`config.mk`:
```
export PLATFORM = sky130hd
export DESIGN_NAME = byte_ring_buffer_atomic_runs_top
export DESIGN_NICKNAME = d
export VERILOG_FILES = /design/src/design/brb_pkg.sv /design/src/design/byte_ring_buffer_atomic_runs_top.sv /design/src/design/brb_ram.sv /design/src/design/brb_ctrl.sv
export SDC_FILE = /design/constraint.sdc
export NUM_CORES = 1
export LEC_CHECK = 0
export BUFFER_PORTS_ARGS = -buffer_cell sky130_fd_sc_hd__clkbuf_2
export CELL_PAD_IN_SITES_DETAIL_PLACEMENT = 2
export CELL_PAD_IN_SITES_GLOBAL_PLACEMENT = 2
export CORE_MARGIN = 3
export CORE_UTILIZATION = 51
export DETAILED_ROUTE_END_ITERATION = 8
export PLACE_DENSITY = 0.9
export SLEW_MARGIN = 40
export SYNTH_ARGS = -nofsm -noshare
export SYNTH_HDL_FRONTEND = slang
export SYNTH_SLANG_ARGS = --single-unit
export TNS_END_PERCENT = 20
```
`constraint.sdc`:
```
create_clock -name clk -period 9.6 [get_ports clk]
set_input_delay 0.48 -clock clk [delete_from_list [all_inputs] [get_ports clk]]
set_output_delay 0.48 -clock clk [all_outputs]
set_load 0.02 [all_outputs]
```
`src/design/brb_pkg.sv`:
```
// Package for the byte ring buffer: sizes, opcodes, transaction and RAM port types.
// No dependencies; imported by every module of the block.
package brb_pkg;

  // Ring depth; one slot always stays empty, so at most SIZE-1 bytes are held.
  localparam int SIZE   = 64;
  localparam int AW     = (SIZE > 1) ? $clog2(SIZE) : 1;
  localparam int RUN_W  = 6;
  localparam int BYTE_W = 8;
  // Width for fill/free arithmetic and compares against run_length.
  localparam int CMPW   = ((AW > RUN_W) ? AW : RUN_W) + 1;

  typedef enum logic [1:0] {
    OP_PUSH  = 2'd0,
    OP_PEEK  = 2'd1,
    OP_POP   = 2'd2,
    OP_CLEAR = 2'd3
  } op_t;

  // Input transaction.
  typedef struct packed {
    op_t               op;
    logic [RUN_W-1:0]  run_length;
    logic [BYTE_W-1:0] data_in;
    logic              run_end;
  } in_t;

  // Result transaction.
  typedef struct packed {
    logic [BYTE_W-1:0] data_out;
    logic              data_valid;
    logic              ok;
    logic              last;
    logic [RUN_W-1:0]  fill_level;
    logic [RUN_W-1:0]  free_space;
    logic              is_empty;
    logic              is_full;
  } out_t;

  // Controller to byte store.
  typedef struct packed {
    logic              we;
    logic [AW-1:0]     waddr;
    logic [BYTE_W-1:0] wdata;
    logic              re;
    logic [AW-1:0]     raddr;
  } mem_req_t;

endpackage

```
`src/design/byte_ring_buffer_atomic_runs_top.sv`:
```
// Top level of the byte ring buffer with all-or-nothing push runs.
// Depends on brb_pkg, brb_ram and brb_ctrl.
//
// A transaction is taken at a clock edge with start high and busy low. Every
// result is shown on out_item for exactly one cycle with out_strobe high,
// starting the cycle after the transaction (or the read) that causes it; the
// receiver cannot stall, so it must take each result as it appears. A push
// byte, a clear, a zero-length or rejected peek/pop leave busy low, so pushes
// stream at one byte per cycle. A peek or pop of n bytes holds busy while it
// reads one byte per cycle through the single read port of the byte store and
// yields n results. The store holds SIZE-1 bytes at most and needs no clearing
// after reset.
module byte_ring_buffer_atomic_runs_top (
  input  logic          clk,
  input  logic          rst_n,
  input  logic          start,
  output logic          busy,
  input  brb_pkg::in_t  in_item,
  output logic          out_strobe,
  output brb_pkg::out_t out_item
);
  import brb_pkg::*;

  mem_req_t          mem_req;
  logic [BYTE_W-1:0] rdata;
  out_t              res;
  logic              res_strobe;

  brb_ctrl u_ctrl (
    .clk        (clk),
    .rst_n      (rst_n),
    .start      (start),
    .busy       (busy),
    .in_item    (in_item),
    .res_strobe (res_strobe),
    .res        (res),
    .mem_req    (mem_req)
  );

  brb_ram u_ram (
    .clk   (clk),
    .req   (mem_req),
    .rdata (rdata)
  );

  // Read data joins the result only for byte results
  always_comb begin
    out_item          = res;
    out_item.data_out = res.data_valid ? rdata : '0;
  end
  assign out_strobe = res_strobe;

`ifndef SYNTHESIS
  a_no_write_busy: assert property (@(posedge clk) disable iff (!rst_n)
    busy |-> !mem_req.we)
    else $error("byte store written during a read run");

  a_valid_is_ok: assert property (@(posedge clk) disable iff (!rst_n)
    (out_strobe && out_item.data_valid) |-> out_item.ok)
    else $error("byte result without ok");

  a_empty_fill: assert property (@(posedge clk) disable iff (!rst_n)
    (out_strobe && out_item.is_empty) |-> (out_item.fill_level == '0))
    else $error("empty status with nonzero fill");

  a_run_last: assert property (@(posedge clk) disable iff (!rst_n)
    $fell(busy) |-> (out_strobe && out_item.last && out_item.data_valid))
    else $error("read run ended without its last byte result");
`endif

endmodule

```
`src/design/brb_ram.sv`:
```
// Byte store of the ring buffer: one write port, one registered read port.
// Depends on brb_pkg for depth and the request struct.
module brb_ram (
  input  logic                     clk,
  input  brb_pkg::mem_req_t        req,
  output logic [brb_pkg::BYTE_W-1:0] rdata
);
  import brb_pkg::*;

  logic [BYTE_W-1:0] mem [SIZE];
  logic [BYTE_W-1:0] rdata_r;

  // Write port
  always_ff @(posedge clk) begin
    if (req.we) begin
      mem[req.waddr] <= req.wdata;
    end
  end

  // Read port, registered
  always_ff @(posedge clk) begin
    if (req.re) begin
      rdata_r <= mem[req.raddr];
    end
  end

  assign rdata = rdata_r;

endmodule

```
`src/design/brb_ctrl.sv`:
```
// Ring buffer controller: head/tail pointers, push run tracking, read sequencer.
// Depends on brb_pkg; drives the byte store request and the result register.
module brb_ctrl (
  input  logic              clk,
  input  logic              rst_n,
  input  logic              start,
  output logic              busy,
  input  brb_pkg::in_t      in_item,
  output logic              res_strobe,
  output brb_pkg::out_t     res,
  output brb_pkg::mem_req_t mem_req
);
  import brb_pkg::*;

  typedef enum logic {S_IDLE, S_RUN} state_t;

  state_t           state_r, state_nxt;
  logic [AW-1:0]    wp_r, wp_nxt;
  logic [AW-1:0]    rp_r, rp_nxt;
  logic [AW-1:0]    pend_r, pend_nxt;
  logic             in_run_r, in_run_nxt;
  logic             acc_r, acc_nxt;
  logic [RUN_W-1:0] cnt_r, cnt_nxt;
  logic [AW-1:0]    addr_r, addr_nxt;
  logic             strobe_r, strobe_nxt;
  out_t             res_r, res_nxt;

  logic             accept;
  logic             push_ok;
  logic [AW-1:0]    push_ptr;
  logic [AW-1:0]    push_ptr_inc;
  logic             push_wr;
  logic [CMPW-1:0]  fill_now;
  logic [CMPW-1:0]  len_ext;

  // Pointer increment modulo SIZE
  function automatic logic [AW-1:0] wrap_inc(input logic [AW-1:0] p);
    logic [AW-1:0] r;
    if (p == AW'(SIZE - 1)) r = '0;
    else                    r = p + AW'(1);
    return r;
  endfunction

  // Pointer advance by n < SIZE, one compare and subtract
  function automatic logic [AW-1:0] wrap_add(input logic [AW-1:0] p,
                                             input logic [RUN_W-1:0] n);
    logic [CMPW-1:0] s;
    s = CMPW'(p) + CMPW'(n);
    if (s >= CMPW'(SIZE)) s = s - CMPW'(SIZE);
    return s[AW-1:0];
  endfunction

  // Bytes held between tail and head
  function automatic logic [CMPW-1:0] fill_of(input logic [AW-1:0] w,
                                             input logic [AW-1:0] r);
    logic [CMPW-1:0] f;
    if (w >= r) f = CMPW'(w) - CMPW'(r);
    else        f = CMPW'(SIZE) + CMPW'(w) - CMPW'(r);
    return f;
  endfunction

  // Status part of a result, from committed pointers
  function automatic out_t status(input logic [AW-1:0] w, input logic [AW-1:0] r,
                                 input logic valid, input logic okv,
                                 input logic lastv);
    out_t            o;
    logic [CMPW-1:0] f;
    logic [CMPW-1:0] fr;
    f            = fill_of(w, r);
    fr           = CMPW'(SIZE - 1) - f;
    o.data_out   = '0;
    o.data_valid = valid;
    o.ok         = okv;
    o.last       = lastv;
    o.fill_level = f[RUN_W-1:0];
    o.free_space = fr[RUN_W-1:0];
    o.is_empty   = (w == r);
    o.is_full    = (wrap_inc(w) == r);
    return o;
  endfunction

  assign busy     = (state_r == S_RUN);
  assign accept   = start && !busy;
  assign fill_now = fill_of(wp_r, rp_r);
  assign len_ext  = CMPW'(in_item.run_length);

  // Push run: acceptance decided at the first item, pending head tracked per byte
  assign push_ok      = in_run_r ? acc_r
                                 : ((CMPW'(SIZE - 1) - fill_now) >= len_ext);
  assign push_ptr     = in_run_r ? pend_r : wp_r;
  assign push_ptr_inc = wrap_inc(push_ptr);
  assign push_wr      = accept && (in_item.op == OP_PUSH) && push_ok
                        && (push_ptr_inc != rp_r);

  // Byte store requests
  always_comb begin
    mem_req.we    = push_wr;
    mem_req.waddr = push_ptr;
    mem_req.wdata = in_item.data_in;
    mem_req.re    = (state_r == S_RUN);
    mem_req.raddr = addr_r;
  end

  // Next state
  always_comb begin
    state_nxt  = state_r;
    wp_nxt     = wp_r;
    rp_nxt     = rp_r;
    pend_nxt   = pend_r;
    in_run_nxt = in_run_r;
    acc_nxt    = acc_r;
    cnt_nxt    = cnt_r;
    addr_nxt   = addr_r;
    strobe_nxt = 1'b0;
    res_nxt    = res_r;

    unique case (state_r)
      S_IDLE: begin
        if (accept) begin
          strobe_nxt = 1'b1;
          if (in_item.op == OP_PUSH) begin
            pend_nxt = push_wr ? push_ptr_inc : push_ptr;
            if (in_item.run_end) begin
              if (push_ok) wp_nxt = pend_nxt;
              in_run_nxt = 1'b0;
              acc_nxt    = 1'b0;
            end else begin
              in_run_nxt = 1'b1;
              acc_nxt    = push_ok;
            end
            res_nxt = status(wp_nxt, rp_r, 1'b0, push_ok, in_item.run_end);
          end else begin
            // any other op drops an unfinished push run
            in_run_nxt = 1'b0;
            acc_nxt    = 1'b0;
            priority if (in_item.op == OP_CLEAR) begin
              wp_nxt  = '0;
              rp_nxt  = '0;
              res_nxt = status('0, '0, 1'b0, 1'b1, 1'b1);
            end else if (fill_now < len_ext) begin
              res_nxt = status(wp_r, rp_r, 1'b0, 1'b0, 1'b1);
            end else if (in_item.run_length == '0) begin
              res_nxt = status(wp_r, rp_r, 1'b0, 1'b1, 1'b1);
            end else begin
              // byte run: results come from the read sequencer
              strobe_nxt = 1'b0;
              state_nxt  = S_RUN;
              cnt_nxt    = in_item.run_length;
              addr_nxt   = rp_r;
              if (in_item.op == OP_POP) rp_nxt = wrap_add(rp_r, in_item.run_length);
            end
          end
        end
      end
      S_RUN: begin
        // one byte read per cycle, result shows with the read data
        strobe_nxt = 1'b1;
        addr_nxt   = wrap_inc(addr_r);
        cnt_nxt    = cnt_r - RUN_W'(1);
        res_nxt    = status(wp_r, rp_r, 1'b1, 1'b1, cnt_r == RUN_W'(1));
        if (cnt_r == RUN_W'(1)) state_nxt = S_IDLE;
      end
      default: state_nxt = S_IDLE;
    endcase
  end

  // State and registered outputs
  always_ff @(posedge clk) begin
    if (!rst_n) begin
      state_r  <= S_IDLE;
      wp_r     <= '0;
      rp_r     <= '0;
      pend_r   <= '0;
      in_run_r <= 1'b0;
      acc_r    <= 1'b0;
      cnt_r    <= '0;
      strobe_r <= 1'b0;
    end else begin
      state_r  <= state_nxt;
      wp_r     <= wp_nxt;
      rp_r     <= rp_nxt;
      pend_r   <= pend_nxt;
      in_run_r <= in_run_nxt;
      acc_r    <= acc_nxt;
      cnt_r    <= cnt_nxt;
      strobe_r <= strobe_nxt;
    end
    addr_r <= addr_nxt;
    res_r  <= res_nxt;
  end

  assign res_strobe = strobe_r;
  assign res        = res_r;

endmodule
```
==> flow_metrics.py <==
metrics = {
    "final_layout": {
        "area_growth_pct": 12.1,
        "nFillCells": 4092,
        "drive_gt1_share_pct": 20.6,
        "fin_nets": 1687,
        "antenna_cells": 0,
    },
    "setup_path": {
        "crit_end": "u_ctrl.res[13]",
        "startpoint": "u_ctrl.rp_r[1]",
        "crit_family": "compound AO/OA/AOI/OAI gates",
        "cp_data_required_time_ns": 9.97,
        "critPathCaptureType": "flip-flop",
        "crit_fanout": 10,
        "cp.arrival_ns": 7.92,
        "critPathLaunchType": "flip-flop",
        "r2r-end": "u_ctrl.res[13]",
        "critPathMaxStageDelay_ns": 0.75,
        "r2r_slack_ns": 2.05,
        "critPathBufInv": 2,
        "cpMaxStageDelayCell": "dfxtp_1",
        "worst-path-stages": 30,
        "reg2reg_depth": 30,
        "crit_type": "reg -> reg",
        "r2r-start": "u_ctrl.rp_r[1]",
    },
    "yosys": {
        "synth_area_leaders": "edfxtp_1, mux4_2, mux2i_1, dfxtp_1, ha_1",
        "ys_seq_elements": 571,
        "yosysTopAreaCell": "edfxtp_1",
        "synth_warnings": 0,
        "synthFlopType": "edfxtp_1",
        "synth_cell_type_count": 76,
        "synthArstFlopShare_pct": 0,
        "synth_top_area_share_pct": 66.0,
        "netlist_instances": 1571,
        "synth_edf_count": 543,
        "synthesis.area_sq_um": 24700,
        "avgSynthCellArea_sq_um": 15.7,
        "syn_nets": 1634,
        "ys_seq_area_share_pct": 68.2,
    },
    "job": {
        "max-cap-violations": 0,
    },
    "clock_network": {
        "path_clk_slew_ns": 0.07,
        "cts-buffers-inserted": 59,
        "cts_root_buf": "clkbuf_16",
        "cts.repair.resized": 0,
        "post-cts-setup-buffers": 0,
        "tritoncts": "done",
        "insertion_delay_ns": 0.64,
        "hold_buffers": 0,
        "htreeDepth": 2,
        "cts_max_path_buffers": 3,
        "clock-sinks": 571,
    },
    "timing": {
        "fin_tns_setup_ns": 0,
        "grt_setup_unrepaired": "no",
        "drv_slew": 0,
        "worst_pin_slew_ns": 0.955,
        "period_needed_ns": 7.55,
        "setup_violations": 0,
        "finalHoldViolations": 0,
        "relSlewSlack_pct": 36.2,
        "fmax_mhz": 132,
        "period_share_pct": 78.7,
        "fin_ws_ns": 2.05,
        "skew_ns": 0.0483,
    },
    "detailed_routing": {
        "viasPerCell": 6.96,
        "wl_microns": 91500,
        "drt_iter0_drc": 1838,
        "ant_nets": 0,
        "wire_per_inst_microns": 40.1,
        "drcViolationCount": 0,
        "dr.pass1.iters": 7,
        "vias": 15900,
    },
    "run_status": {
        "status": "complete, no violations",
    },
    "place": {
        "place_ws_ns": 2.35,
        "portBuffers": 46,
        "globalplace.congestion": 0.891,
        "place_hpwl_microns": 54400,
    },
    "power": {
        "power.density_nw_per_um2": 228,
        "ir_drop_mv": 0.133,
        "cellLeakagePower_nw": 9.18,
    },
    "floorplanning": {
        "io_pins": 47,
        "die_area_sq_um": 51100,
        "start_util_pct": 51.7,
        "row_count": 80,
        "fp.dieH_microns": 226,
        "coreArea_sq_um": 47800,
        "fp.dieW_microns": 226,
    },
    "grt": {
        "grt.total_usage_pct": 35.8,
        "grt_pass1_wl_microns": 129000,
        "grt_pass1_vias": 16800,
        "grt_start_max_net_pins": 115,
        "antenna_found_initial": 5,
        "grt-ovfl-total": 0,
    },
    "min_path": {
        "hold_path_class": "in -> reg",
        "hold_start": "in_item[10]",
    },
}
power by group:
group | total, mW | leakage, nW | switching [mW] | internal, mW
logic | 1.13 | 3.15 | 0.752 | 0.382
registers | 2.83 | 5.11 | 0.0476 | 2.78
clock network | 2.36 | 0.912 | 1.05 | 1.31
metrics by stage:
step / cells / util [%] / cell area (sq um) / power [mW] / hold slack [ns]
2_1_floorplan: 1571 / - / 24700 / 3.53 / 0.464
3_3_place_gp: 2175 / 53.4 / 25600 / 3.83 / 0.480
3_5_place_dp: 2175 / 53.5 / 25600 / 3.94 / 0.560
4_1_cts: 2281 / 57.4 / 27500 / 6.30 / 0.268
5_1_grt: 2284 / 57.9 / 27700 / 6.47 / 0.305
6_report: 2284 / 57.9 / 27700 / 6.32 / 0.291
cells in the mapped netlist (18+ instances only):
cell      number
o221ai_1      32
nand2_1       74
o21ai_0       58
xnor2_1       22
inv_1         43
ha_1          40
nor2b_1       19
clkbuf_1      63
edfxtp_1     543
o22ai_1       35
mux4_2        72
dfxtp_1       28
mux2_2        38
nor2_1        97
mux2i_1      103
nand3_1       18
a21oi_1       95
tightest hold or removal path: cells and delay by family:
family / cells / cell delay (ns)
buffers and inverters: 1 / 0.15
AO/OA/AOI/OAI: 2 / 0.24
layout by cell type, fill, tap and decap left out, types with 12 or more instances in the layout:
cell type | netlist | final
and2_1 | 15 | 15
xor2_1 | 13 | 13
ha_1 | 40 | 40
buf_4 | 0 | 12
a21oi_1 | 95 | 94
clkbuf_1 | 63 | 13
nor2_2 | 0 | 53
nand2_1 | 74 | 73
nor2b_1 | 19 | 19
o22ai_1 | 35 | 35
xnor2_1 | 22 | 22
o21ai_0 | 58 | 58
clkinv_1 | 0 | 16
nand2b_1 | 14 | 13
mux2_2 | 38 | 38
inv_1 | 43 | 43
mux4_2 | 72 | 72
nor2_1 | 97 | 42
edfxtp_1 | 543 | 543
clkbuf_2 | 0 | 46
clkbuf_16 | 0 | 61
mux2i_1 | 103 | 103
dfxtp_1 | 28 | 28
o221ai_1 | 32 | 32
nand3_1 | 18 | 17
flip-flops by register name (all words and copies together), names as in the netlist, 6 cells and up:
| register | cells |
|---|---|
| u_ctrl.cnt_r | 6 |
| u_ctrl.res | 17 |
| u_ram.rdata | 8 |
| u_ram.mem | 512 |
| u_ctrl.rp_r | 6 |
| u_ctrl.wp_r | 6 |
| u_ctrl.addr_r | 6 |
| u_ctrl.pend_r | 6 |
metal layers:
metal	wire length, microns	vias up	track usage, %
li1	-	6274	-
met1	34500	8282	45.9
met2	44700	1016	59.4
met3	7310	314	7.86
met4	4920	10	15.3
met5	69	-	0
cell families (layout without fill, tap and decap cells):
group,Yosys count,after routing,share of synthesized area (%)
AOI/OAI and AO/OA,300,300,8.01
xor gates and xnor gates,36,36,1.31
adders and majority gates,43,43,2.27
buffers and inverters,122,220,1.98
DFF,571,571,68.2
muxes,218,218,12.8
and+or+nand+nor,281,281,5.43
layout make-up:
class                           count  area [sq um]  area share [%]
Clock buffer                       74          1580            5.69
Clock inverter                     32           297            1.07
Inverter                           45           169           0.610
Multi-Input combinational cell    878          7540            27.2
Sequential cell                   571         16900            60.9
Tap cell                          615           769            2.78
Timing Repair Buffer               69           478            1.73
worst min path at each step:
stage	depth (start not counted)	endpoint	slack, ns
2_1_floorplan	2	u_ctrl.cnt_r[5]	0.46
3_3_place_gp	2	u_ctrl.cnt_r[4]	0.48
3_5_place_dp	2	u_ctrl.cnt_r[1]	0.56
4_1_cts	3	u_ctrl.cnt_r[1]	0.27
5_1_grt	3	u_ctrl.cnt_r[1]	0.31
6_report	3	u_ctrl.cnt_r[1]	0.29
Note: power is estimated with default switching activity, not from simulation.
